===== src/hdl/tci_pkg.sv =====
// Shared types, constants and tables for the track cone isolation block.
package tci_pkg;

    localparam int CORDIC_STEPS_DEF = 16;

    // square root unit: radicand width, root width, step counter width
    localparam int SQ_W  = 42;
    localparam int SQ_RW = SQ_W / 2;
    localparam int SQ_CW = $clog2(SQ_RW);

    // divider: dividend width, divisor width, step counter width
    localparam int DV_NW = 44;
    localparam int DV_DW = 20;
    localparam int DV_CW = $clog2(DV_NW);

    localparam int CFG_IW = 8;
    localparam int CFG_DW = 24;

    localparam logic [15:0] OUTER_RST  = 16'd819;
    localparam logic [15:0] INNER_RST  = 16'd61;
    localparam logic [19:0] MIN_PT_RST = 20'd0;
    localparam logic [23:0] PT_CUT_RST = 24'd3277;

    localparam logic signed [19:0] PI_Q16    = 20'sd205887;
    localparam logic signed [16:0] PI_Q12    = 17'sd12868;
    localparam logic signed [16:0] TWO_PI_Q12 = 17'sd25736;
    localparam logic signed [16:0] VZ_WINDOW = 17'sd200;
    localparam logic [15:0]        LN2_Q16   = 16'd45426;
    localparam logic [15:0]        ETA_MAX   = 16'd32767;

    typedef enum logic [CFG_IW-1:0] {
        REG_OUTER_RADIUS = 8'd0,
        REG_INNER_RADIUS = 8'd1,
        REG_MIN_PT       = 8'd2,
        REG_PT_CUT       = 8'd3
    } t_cfg_reg;

    typedef enum logic {
        OP_ELECTRON = 1'b0,
        OP_TRACK    = 1'b1
    } t_op;

    typedef struct packed {
        logic busy;
        logic done;
    } t_unit_stat;

    // arctangent of 2^-i in 2^-16 rad, rounded
    function automatic logic signed [19:0] atan_q16(input logic [4:0] idx);
        logic signed [19:0] v;
        case (idx)
            5'd0:    v = 20'sd51472;
            5'd1:    v = 20'sd30385;
            5'd2:    v = 20'sd16055;
            5'd3:    v = 20'sd8150;
            5'd4:    v = 20'sd4091;
            5'd5:    v = 20'sd2047;
            5'd6:    v = 20'sd1024;
            5'd7:    v = 20'sd512;
            5'd8:    v = 20'sd256;
            5'd9:    v = 20'sd128;
            5'd10:   v = 20'sd64;
            5'd11:   v = 20'sd32;
            5'd12:   v = 20'sd16;
            5'd13:   v = 20'sd8;
            5'd14:   v = 20'sd4;
            5'd15:   v = 20'sd2;
            5'd16:   v = 20'sd1;
            default: v = 20'sd0;
        endcase
        return v;
    endfunction

endpackage


===== src/hdl/tci_div.sv =====
// Restoring unsigned divider, one quotient bit per cycle.
module tci_div (
    input  logic                      i_clk,
    input  logic                      i_rst_n,
    input  logic                      i_start,
    input  logic [tci_pkg::DV_NW-1:0] i_num,
    input  logic [tci_pkg::DV_DW-1:0] i_den,
    output tci_pkg::t_unit_stat       o_stat,
    output logic [tci_pkg::DV_NW-1:0] o_quo
);
    import tci_pkg::*;

    logic [DV_NW-1:0] r_num;
    logic [DV_DW-1:0] r_den;
    logic [DV_DW-1:0] r_rem;
    logic [DV_NW-1:0] r_quo;
    logic [DV_CW-1:0] r_cnt;
    logic             r_busy;
    logic             r_done;

    logic [DV_DW:0] rem_t;
    logic [DV_DW:0] diff;
    logic           fits;

    assign rem_t = {r_rem, r_num[DV_NW-1]};
    assign diff  = rem_t - {1'b0, r_den};
    assign fits  = (rem_t >= {1'b0, r_den});

    always_ff @(posedge i_clk) begin
        if (!i_rst_n) begin
            r_busy <= 1'b0;
            r_done <= 1'b0;
        end else begin
            r_done <= 1'b0;
            if (i_start) begin
                r_busy <= 1'b1;
            end else if (r_busy && r_cnt == DV_CW'(DV_NW - 1)) begin
                r_busy <= 1'b0;
                r_done <= 1'b1;
            end
        end
        if (i_start) begin
            r_num <= i_num;
            r_den <= i_den;
            r_rem <= '0;
            r_quo <= '0;
            r_cnt <= '0;
        end else if (r_busy) begin
            r_num <= {r_num[DV_NW-2:0], 1'b0};
            r_cnt <= r_cnt + 1'b1;
            r_rem <= fits ? diff[DV_DW-1:0] : rem_t[DV_DW-1:0];
            r_quo <= {r_quo[DV_NW-2:0], fits};
        end
    end

    assign o_stat.busy = r_busy;
    assign o_stat.done = r_done;
    assign o_quo       = r_quo;

endmodule


===== config.mk =====
export PLATFORM = sky130hd
export DESIGN_NAME = tci_div
export DESIGN_NICKNAME = d
export VERILOG_FILES = /design/src/hdl/tci_pkg.sv /design/src/hdl/tci_div.sv
export SDC_FILE = /design/constraint.sdc
export NUM_CORES = 1
export LEC_CHECK = 0
export BUFFER_PORTS_ARGS = -buffer_cell sky130_fd_sc_hd__buf_2
export CORE_MARGIN = 2
export CORE_UTILIZATION = 40
export DETAILED_ROUTE_END_ITERATION = 8
export REMOVE_ABC_BUFFERS = 1
export SLEW_MARGIN = 25
export SYNTH_ARGS = -nofsm -noshare
export SYNTH_HDL_FRONTEND = slang
export SYNTH_SLANG_ARGS = --single-unit

===== constraint.sdc =====
create_clock -name i_clk -period 6.3 [get_ports i_clk]
set_clock_uncertainty 0.15 [all_clocks]
set_input_delay 0.315 -clock i_clk [delete_from_list [all_inputs] [get_ports i_clk]]
set_output_delay 0.315 -clock i_clk [all_outputs]
set_load 0.05 [all_outputs]

==> flow_summary.json <==
{
  "status": "complete, no violations",
  "slowest_stage": "o31ai_4",
  "cts_tree": "yes",
  "num-nets-final": 767,
  "path_common_cell": "a211oi_2",
  "row_count": 45,
  "power_w": 0.00221,
  "cpPeakStageDelay_ns": 0.43,
  "clk_latency_ns": 0.42,
  "die_x_um": 130,
  "synth_edf_count": 64,
  "fin_ws_ns": 3.39,
  "crit_fanout": 20,
  "dp_hpwl_um": 8900,
  "pwr-share-seq": 0.453,
  "seq_area_frac_synth": 0.533,
  "cts-htree-levels": 4,
  "ios": 113,
  "fmax_mhz": 344,
  "netlist_area_um2": 6310,
  "routabilityCongestion": 0.887,
  "crit_path_start_kind": "flop",
  "drv_cap": 0,
  "drt_iter0_markers": 215,
  "seqCellArea_um2": 3370,
  "period_share": 0.461,
  "clockPowerShare": 0.445,
  "coreArea_um2": 15300,
  "dieArea_um2": 16800,
  "grt_max_degree": 73,
  "ant_nets": 0,
  "track_usage": 0.166,
  "hp-class": "primary input to flop",
  "netlist_instances": 547,
  "holdPathStages": 2,
  "ys_seq_elements": 136,
  "syn_area_per_cell_um2": 11.5,
  "routed_via_density": 4.96,
  "crit_path_cell_trace": "inv_1, ha_1, a21o_1, a211oi_2, o21ai_2, o31ai_4, buf_4, mux2i_1, a211oi_2",
  "area_growth_syn_to_layout_pct": 24.9,
  "final_common_cell": "buf_2",
  "pre_cts_slack_ns": 3.38,
  "worstMarginPinSlew_ns": 0.961,
  "power.switching_w": 0.000508,
  "fp.dieH_um": 130,
  "p_leak_nw": 3.42,
  "cp.required_ns": 6.41,
  "path_clk_slew_ns": 0.06,
  "first_pass_iters": 4,
  "ys.flop_type": "dfxtp_1",
  "start_util": 0.412,
  "power_density_nw_per_um2": 281,
  "grt_pass1_wl_um": 21700,
  "drive_above_1_share": 0.295,
  "relSlewSlack": 0.358,
  "cp.arrival_ns": 3.02,
  "root_buffer": "clkbuf_16",
  "p_int_w": 0.00170,
  "final_hold_viol_count": 0,
  "vias": 4479,
  "first_global_vias": 4531,
  "netSwitchingFraction": 0.230,
  "cp-end-kind": "flop",
  "finalCriticalPeriod_ns": 2.91,
  "clk_path_buf_depth": 2,
  "fillers": 1413,
  "critical_path_class": "flop to flop",
  "cts_inserted_buffers": 17,
  "p_comb_frac": 0.102,
  "final_cell_mix": "111 x buf_2, 71 x dfxtp_1, 68 x nor2_1",
  "fin_tns_setup_ns": 0,
  "antenna_found_initial": 2,
  "cts_resized": 0,
  "clock-sinks": 136,
  "wl_per_cell_um": 14.6,
  "remaining_drc_errors": 0,
  "async_flop_share": 0,
  "port_buffers": 112,
  "yosysWarnings": 0,
  "fin_util": 0.514,
  "post-cts-setup-buffer-count": 0,
  "multiInputGateArea_um2": 2730,
  "drv_slew": 0,
  "wirelength_um": 13200,
  "yosysUniqueCellTypes": 63,
  "ir_drop_v": 0.000190,
  "r2r_cells": 9,
  "setup_viol_count_final": 0,
  "grt_overflow_total": 0,
  "rsz0062_at_grt": "no"
}
worst paths after layout:
| path | start | end | slack (ns) |
|---|---|---|---|
| max | r_den[18] | r_rem[10] | 3.39 |
| min | i_num[0] | r_num[0] | 0.04 |
| max reg2reg | r_den[18] | r_rem[10] | 3.39 |
| min reg2reg | o_quo[0] | o_quo[0] | 0.32 |
timing repair:
action                     in CTS  in global routing
hold endpoints to repair       22                  0
setup endpoints to repair       0                  0
hold buffers                   21                  0
power by group through the flow:
stage / Sequential [W] / Clock [W] / Combinational [W]
after global placement: 0.00102 / 0 / 0.000214
after CTS: 0.00100 / 0.00101 / 0.000229
after global routing: 0.00101 / 0.00105 / 0.000252
after floorplan: 0.00102 / 0 / 0.000144
after detailed placement: 0.00102 / 0 / 0.000216
final: 0.00100 / 0.000984 / 0.000226
through the flow:
stage | std cells | area [um2] | hold slack [ns]
floorplan | 521 | 6190 | 0.230
global placement | 849 | 7060 | 0.310
detailed placement | 849 | 7060 | 0.317
CTS | 902 | 7870 | 0.0225
global route | 902 | 7870 | 0.0271
finish | 903 | 7880 | 0.0352
layer usage:
| metal | global-route usage | up-vias | share of wire |
|---|---|---|---|
| li1 | - | 2238 | - |
| met1 | 0.198 | 2089 | 0.44 |
| met2 | 0.262 | 125 | 0.46 |
| met3 | 0.0789 | 25 | 0.079 |
| met4 | 0.0588 | 2 | 0.015 |
| met5 | 0 | - | 0.00098 |
worst max-delay path: cells and delay by family (launching register included):
family          cells  cell delay [ns]
compound gates      5             1.22
mux                 1             0.26
flops               1             0.33
fa+ha+maj           1             0.40
buf+inv             2             0.39
kinds of logic after synthesis:
logic type               share of synthesized area
multiplexers                                 0.164
adder cells (fa/ha/maj)                     0.0448
AO/OA/AOI/OAI                               0.0960
AND/OR/NAND/NOR                              0.102
XOR/XNOR                                    0.0264
buffers and inverters                       0.0335
flip-flops                                   0.533
sequential cells by signal (all words and copies together), names as in the netlist:
name    cells
r_rem      20
r_den      20
r_busy      1
r_done      1
r_num      44
o_quo      44
r_cnt       6
Yosys cell counts, drive strengths merged (7+ instances only):
| cell type | n | area share |
|---|---|---|
| dfxtp | 72 | 0.23 |
| nor2 | 69 | 0.042 |
| edfxtp | 64 | 0.30 |
| mux2i | 54 | 0.086 |
| mux2 | 44 | 0.079 |
| nand2 | 27 | 0.016 |
| inv | 25 | 0.015 |
| o21ai | 23 | 0.019 |
| ha | 21 | 0.042 |
| clkbuf | 18 | 0.011 |
| a21oi | 14 | 0.011 |
| xor2 | 10 | 0.014 |
| xnor2 | 9 | 0.013 |
| buf | 8 | 0.0079 |
| a211oi | 7 | 0.0099 |
| nand2b | 7 | 0.0069 |
cell type report:
cell class	instances	share of cell area
timing repair buffer	138	0.103
antenna	1	0.000318
multi-input combinational	360	0.347
inverter	25	0.0119
sequential	136	0.428
clock inverter	7	0.00667
clock buffer	25	0.0702
tap	211	0.0335
Power figures use the tool's default switching activity.
