`src/hdl/tci_pkg.sv`:
```
// Shared types, constants and tables for the track cone isolation block.
package tci_pkg;

    localparam int CORDIC_STEPS_DEF = 16;

    // square root unit: radicand width, root width, step counter width
    localparam int SQ_W  = 42;
    localparam int SQ_RW = SQ_W / 2;
    localparam int SQ_CW = $clog2(SQ_RW);

    // divider: dividend width, divisor width, step counter width
    localparam int DV_NW = 44;
    localparam int DV_DW = 20;
    localparam int DV_CW = $clog2(DV_NW);

    localparam int CFG_IW = 8;
    localparam int CFG_DW = 24;

    localparam logic [15:0] OUTER_RST  = 16'd819;
    localparam logic [15:0] INNER_RST  = 16'd61;
    localparam logic [19:0] MIN_PT_RST = 20'd0;
    localparam logic [23:0] PT_CUT_RST = 24'd3277;

    localparam logic signed [19:0] PI_Q16    = 20'sd205887;
    localparam logic signed [16:0] PI_Q12    = 17'sd12868;
    localparam logic signed [16:0] TWO_PI_Q12 = 17'sd25736;
    localparam logic signed [16:0] VZ_WINDOW = 17'sd200;
    localparam logic [15:0]        LN2_Q16   = 16'd45426;
    localparam logic [15:0]        ETA_MAX   = 16'd32767;

    typedef enum logic [CFG_IW-1:0] {
        REG_OUTER_RADIUS = 8'd0,
        REG_INNER_RADIUS = 8'd1,
        REG_MIN_PT       = 8'd2,
        REG_PT_CUT       = 8'd3
    } t_cfg_reg;

    typedef enum logic {
        OP_ELECTRON = 1'b0,
        OP_TRACK    = 1'b1
    } t_op;

    typedef struct packed {
        logic busy;
        logic done;
    } t_unit_stat;

    // arctangent of 2^-i in 2^-16 rad, rounded
    function automatic logic signed [19:0] atan_q16(input logic [4:0] idx);
        logic signed [19:0] v;
        case (idx)
            5'd0:    v = 20'sd51472;
            5'd1:    v = 20'sd30385;
            5'd2:    v = 20'sd16055;
            5'd3:    v = 20'sd8150;
            5'd4:    v = 20'sd4091;
            5'd5:    v = 20'sd2047;
            5'd6:    v = 20'sd1024;
            5'd7:    v = 20'sd512;
            5'd8:    v = 20'sd256;
            5'd9:    v = 20'sd128;
            5'd10:   v = 20'sd64;
            5'd11:   v = 20'sd32;
            5'd12:   v = 20'sd16;
            5'd13:   v = 20'sd8;
            5'd14:   v = 20'sd4;
            5'd15:   v = 20'sd2;
            5'd16:   v = 20'sd1;
            default: v = 20'sd0;
        endcase
        return v;
    endfunction

endpackage

```
`src/hdl/tci_sqrt.sv`:
```
// Digit-by-digit integer square root, one root bit per cycle.
module tci_sqrt (
    input  logic                     i_clk,
    input  logic                     i_rst_n,
    input  logic                     i_start,
    input  logic [tci_pkg::SQ_W-1:0] i_rad,
    output tci_pkg::t_unit_stat      o_stat,
    output logic [tci_pkg::SQ_RW-1:0] o_root
);
    import tci_pkg::*;

    logic [SQ_W-1:0]  r_rad;
    logic [SQ_RW+1:0] r_rem;
    logic [SQ_RW-1:0] r_root;
    logic [SQ_CW-1:0] r_cnt;
    logic             r_busy;
    logic             r_done;

    logic [SQ_RW+3:0] rem_t;
    logic [SQ_RW+3:0] trial;
    logic             fits;

    assign rem_t = {r_rem, r_rad[SQ_W-1:SQ_W-2]};
    assign trial = {2'b00, r_root, 2'b01};
    assign fits  = (rem_t >= trial);

    always_ff @(posedge i_clk) begin
        if (!i_rst_n) begin
            r_busy <= 1'b0;
            r_done <= 1'b0;
        end else begin
            r_done <= 1'b0;
            if (i_start) begin
                r_busy <= 1'b1;
            end else if (r_busy && r_cnt == SQ_CW'(SQ_RW - 1)) begin
                r_busy <= 1'b0;
                r_done <= 1'b1;
            end
        end
        if (i_start) begin
            r_rad  <= i_rad;
            r_rem  <= '0;
            r_root <= '0;
            r_cnt  <= '0;
        end else if (r_busy) begin
            r_rad <= {r_rad[SQ_W-3:0], 2'b00};
            r_cnt <= r_cnt + 1'b1;
            if (fits) begin
                r_rem  <= SQ_RW'(0) + (rem_t[SQ_RW+1:0] - trial[SQ_RW+1:0]);
                r_root <= {r_root[SQ_RW-2:0], 1'b1};
            end else begin
                r_rem  <= rem_t[SQ_RW+1:0];
                r_root <= {r_root[SQ_RW-2:0], 1'b0};
            end
        end
    end

    assign o_stat.busy = r_busy;
    assign o_stat.done = r_done;
    assign o_root      = r_root;

endmodule

```
`config.mk`:
```
export PLATFORM = sky130hd
export DESIGN_NAME = tci_sqrt
export DESIGN_NICKNAME = d
export VERILOG_FILES = /design/src/hdl/tci_pkg.sv /design/src/hdl/tci_sqrt.sv
export SDC_FILE = /design/constraint.sdc
export NUM_CORES = 1
export LEC_CHECK = 0
export BUFFER_PORTS_ARGS = -buffer_cell sky130_fd_sc_hd__clkbuf_2
export CORE_MARGIN = 2
export CORE_UTILIZATION = 41
export CTS_CLUSTER_DIAMETER = 50
export CTS_CLUSTER_SIZE = 20
export DETAILED_ROUTE_END_ITERATION = 16
export HOLD_SLACK_MARGIN = 0.05
export PLACE_DENSITY_LB_ADDON = 0.15
export SYNTH_ARGS = -nofsm -noshare
export SYNTH_HDL_FRONTEND = slang
export SYNTH_SLANG_ARGS = --single-unit
```
`constraint.sdc`:
```
create_clock -name i_clk -period 6.5 [get_ports i_clk]
set_input_delay 0.65 -clock i_clk [delete_from_list [all_inputs] [get_ports i_clk]]
set_output_delay 0.65 -clock i_clk [all_outputs]
set_load 0.005 [all_outputs]
```
==> run metrics <==
maximum net fanout on the critical path=25; hold buffers post-CTS=0; Worst setup EP type=register; first-pass GRT wire length=between 15000 and 20000 um; Fin. Hold Viols=0; Yosys top cell by area=sky130_fd_sc_hd__edfxtp_1; delay of the slowest critical-path stage=around 380 ps; number of instances resized during post-cts repair=0; number of core rows=41; total count of max-transition violations in the final report=0; fraction of power spent switching nets=41.2%; Avg WL per Cell=between 15 and 20 um; number of post-CTS setup repair buffers=0; Setup TNS=0 ps; cell at the root of the clock tree=sky130_fd_sc_hd__clkbuf_16; clock network fraction of design power=18.5%; first-pass iteration count of the detailed router=4; final worst path period need=2990 ps; Worst R2R Setup Slack=3510 ps; Hold Path Class=register to register; final cell area excluding filler cells=0.00592 sq mm; r2r worst-path depth=10; startpoint of the lowest-slack register-to-register path=o_root[13]; PD cells=475 mW/mm^2; maximum buffer depth of the clock tree=2; DP Wirelength=7750 um; worst vdd ir=~0.00026 V; largest cells by area after synthesis=sky130_fd_sc_hd__edfxtp_1, sky130_fd_sc_hd__dfxtp_1, sky130_fd_sc_hd__mux2_2; average cell area after synthesis=10.5 sq um; endpoint of the worst register-to-register path=r_rem[2]; reported net switching power=1160 uW; Achievable Freq=roughly 0.33 GHz; final estimated routing congestion in global placement=0.898; Distinct cells, synth=56; largest net degree at the start of global routing=55; crit path setup slack, layout=between 3000 and 4000 ps; count of antenna diodes in the layout=0; cell type group with the largest total delay on the critical path=compound AO/OA/AOI/OAI gates; Die ar.=between 0.01 and 0.015 sq mm; total placed cells including tap cells=707; outcome=completed; CTS sink count=93; placed standard-cell area=between 0.005 and 0.006 sq mm; via count of the routed design=3862; H-tree Lvls=3; Layout Skew=just under 10 ps; flop and latch count out of synthesis=93; CTS tree=yes; hold path endpoint=r_rem[19]; Final Net Count=~620; share of synthesized area occupied by flip-flops and latches=44.0%; sequential cell fraction of total power=approximately 28%; Post-synth EDFFs=42; Startpoint Class=register; number of global-route vias before repair=between 3k and 4k; Power Internal=1650 uW; warnings from Yosys=0; overall global routing resource usage=17.2%; core outline area=0.0125 sq mm; crit-path cells=inv_1 -> ha_1 -> a21o_1 -> o21ai_0 -> nand2b_1 -> a41oi_1 -> and3_1 -> buf_4 -> mux2_1 -> a22o_1; most frequent standard cell in the layout excluding fill and tap cells=sky130_fd_sc_hd__clkbuf_2; total I/O pin count=slightly below 70; via-per-instance ratio=~5.3; max_cap viols=0; required time worst endpoint=6750 ps; layout-stage area growth over the synthesis result=14.1%; share of the synthesized area in the top cell type=24.3%; Slew headroom=29.0%; ys async rst share=0%; die height=116 um; Port-buffer cells=67; clock transition at the registers of the reported paths=roughly 70 ps; top library cells by usage in the layout, fill and taps aside=sky130_fd_sc_hd__clkbuf_2, sky130_fd_sc_hd__dfxtp_1, sky130_fd_sc_hd__nor2_1; launch instance of the worst min-delay path=r_rem[19]; predominant post-synthesis flop cell=sky130_fd_sc_hd__dfxtp_1; effective utilization at floorplan=41.6%; die width=116 um; sum of overflow across all layers after global routing=0; number of design-rule violations left by the first detailed-router iteration=198; number of clock buffers inserted by TritonCTS=9; Final Util=a little under half; number of antenna violations at the first check in global routing=0; combinational power share=54.1%; final cycle utilization of the critical path=between 40% and 50%; critical path class=register to register; measured slew at the worst slew-check pin=about 1100 ps; remaining number of nets flagged by the antenna check after routing=0; total routed wirelength=between 10000 and 15000 um; buffer and inverter count on the worst path=2; worst slack after detailed placement=3500 ps; non-filler cells, final=723; Synth Instances=493; Setup violations, final=0; setup repair after global routing missed its margin=false; DRC=0; cell with the largest stage delay on the worst path=sky130_fd_sc_hd__ha_1; netlist area before placement=a little over 0.005 sq mm; nets in the synthesized netlist=563; leakage power figure=0.00242 uW; share of cells above drive strength 1=between 20% and 30%; insertion delay to the later sink of the worst-skew pair=about 360 ps; number of cells traversed by the worst hold path=2; worst endpoint data arrival time=3240 ps
## synthesized netlist by cell type, drive strengths merged (3+ instances only)
master   n
o31ai    4
a21o    13
nand4b   4
buf      9
nand2   18
o21bai   3
a211oi  13
xnor2   12
a22o     6
and2     5
o211ai   6
or3      3
xor2     9
nor2    43
a21oi   14
and3     5
mux2i   34
nand4    6
edfxtp  42
ha      25
nand3b   3
a31oi    6
a32oi    4
nand2b   4
nor2b    3
clkbuf  20
nand3    8
o21ai   12
mux2    43
dfxtp   51
and4     3
nor3     5
inv     32
o21a     4
## through the flow
| step | hold slack (ps) | power, uW |
|---|---|---|
| after floorplan | 457 | 2050 |
| after global placement | 490 | 2280 |
| after detailed placement | 488 | 2290 |
| after CTS | 506 | 2820 |
| after global routing | 520 | 3030 |
| final | 504 | 2810 |
## layer usage
layer  GRT usage [%]  share of wire (%)  vias up
met5               0                  0        -
li1                -                  -     1915
met2            27.2                 47       96
met1            22.0                 45     1830
met3            4.88                5.9       21
met4            7.54                2.4        0
## worst min-delay path: cells and delay by family, from the launching register on
| family | cells | cell delay (ps) |
|---|---|---|
| flops | 1 | 360 |
| compound gates | 1 | 60 |
| simple gates | 1 | 60 |
## how the worst max path moves through the flow
stage          startpoint        end  slack [ps]  depth (start not counted)
6_report       o_root[13]   r_rem[2]        3510                         10
5_1_grt        o_root[13]   r_rem[4]        3290                         10
4_1_cts        o_root[13]   r_rem[4]        3500                         10
3_5_place_dp   o_root[13]   r_rem[2]        3500                         10
3_3_place_gp   o_root[16]  r_rem[17]        3610                         10
2_1_floorplan   o_root[2]   r_rem[2]        3970                         11
## registers in the layout (all words and copies together), names as in the netlist
name	cells
o_root	21
r_busy	1
r_cnt	5
r_done	1
r_rad	42
r_rem	23
## power groups by stage
stage	Combinational [uW]	Clock, uW	Sequential (uW)
2_1_floorplan	1290	0	759
3_3_place_gp	1490	0	782
3_5_place_dp	1510	0	784
4_1_cts	1510	536	772
5_1_grt	1690	560	781
6_report	1520	519	771
## cell families after synthesis
kind of cell / synth area share, %
flops: 44.0
compound gates: 14.2
xor+xnor: 3.55
simple gates: 11.2
fa+ha+maj: 6.04
buf+inv: 5.07
mux: 15.9
## final cells by class
cell class,count,area [sq um]
sequential,93,2280
timing repair buffer,71,365
tap,172,215
inverter,32,120
fill,1238,6550
clock buffer,9,225
clock inverter,7,68.8
multi-input combinational,339,2640
No activity file was read; power rests on OpenSTA's default activity.
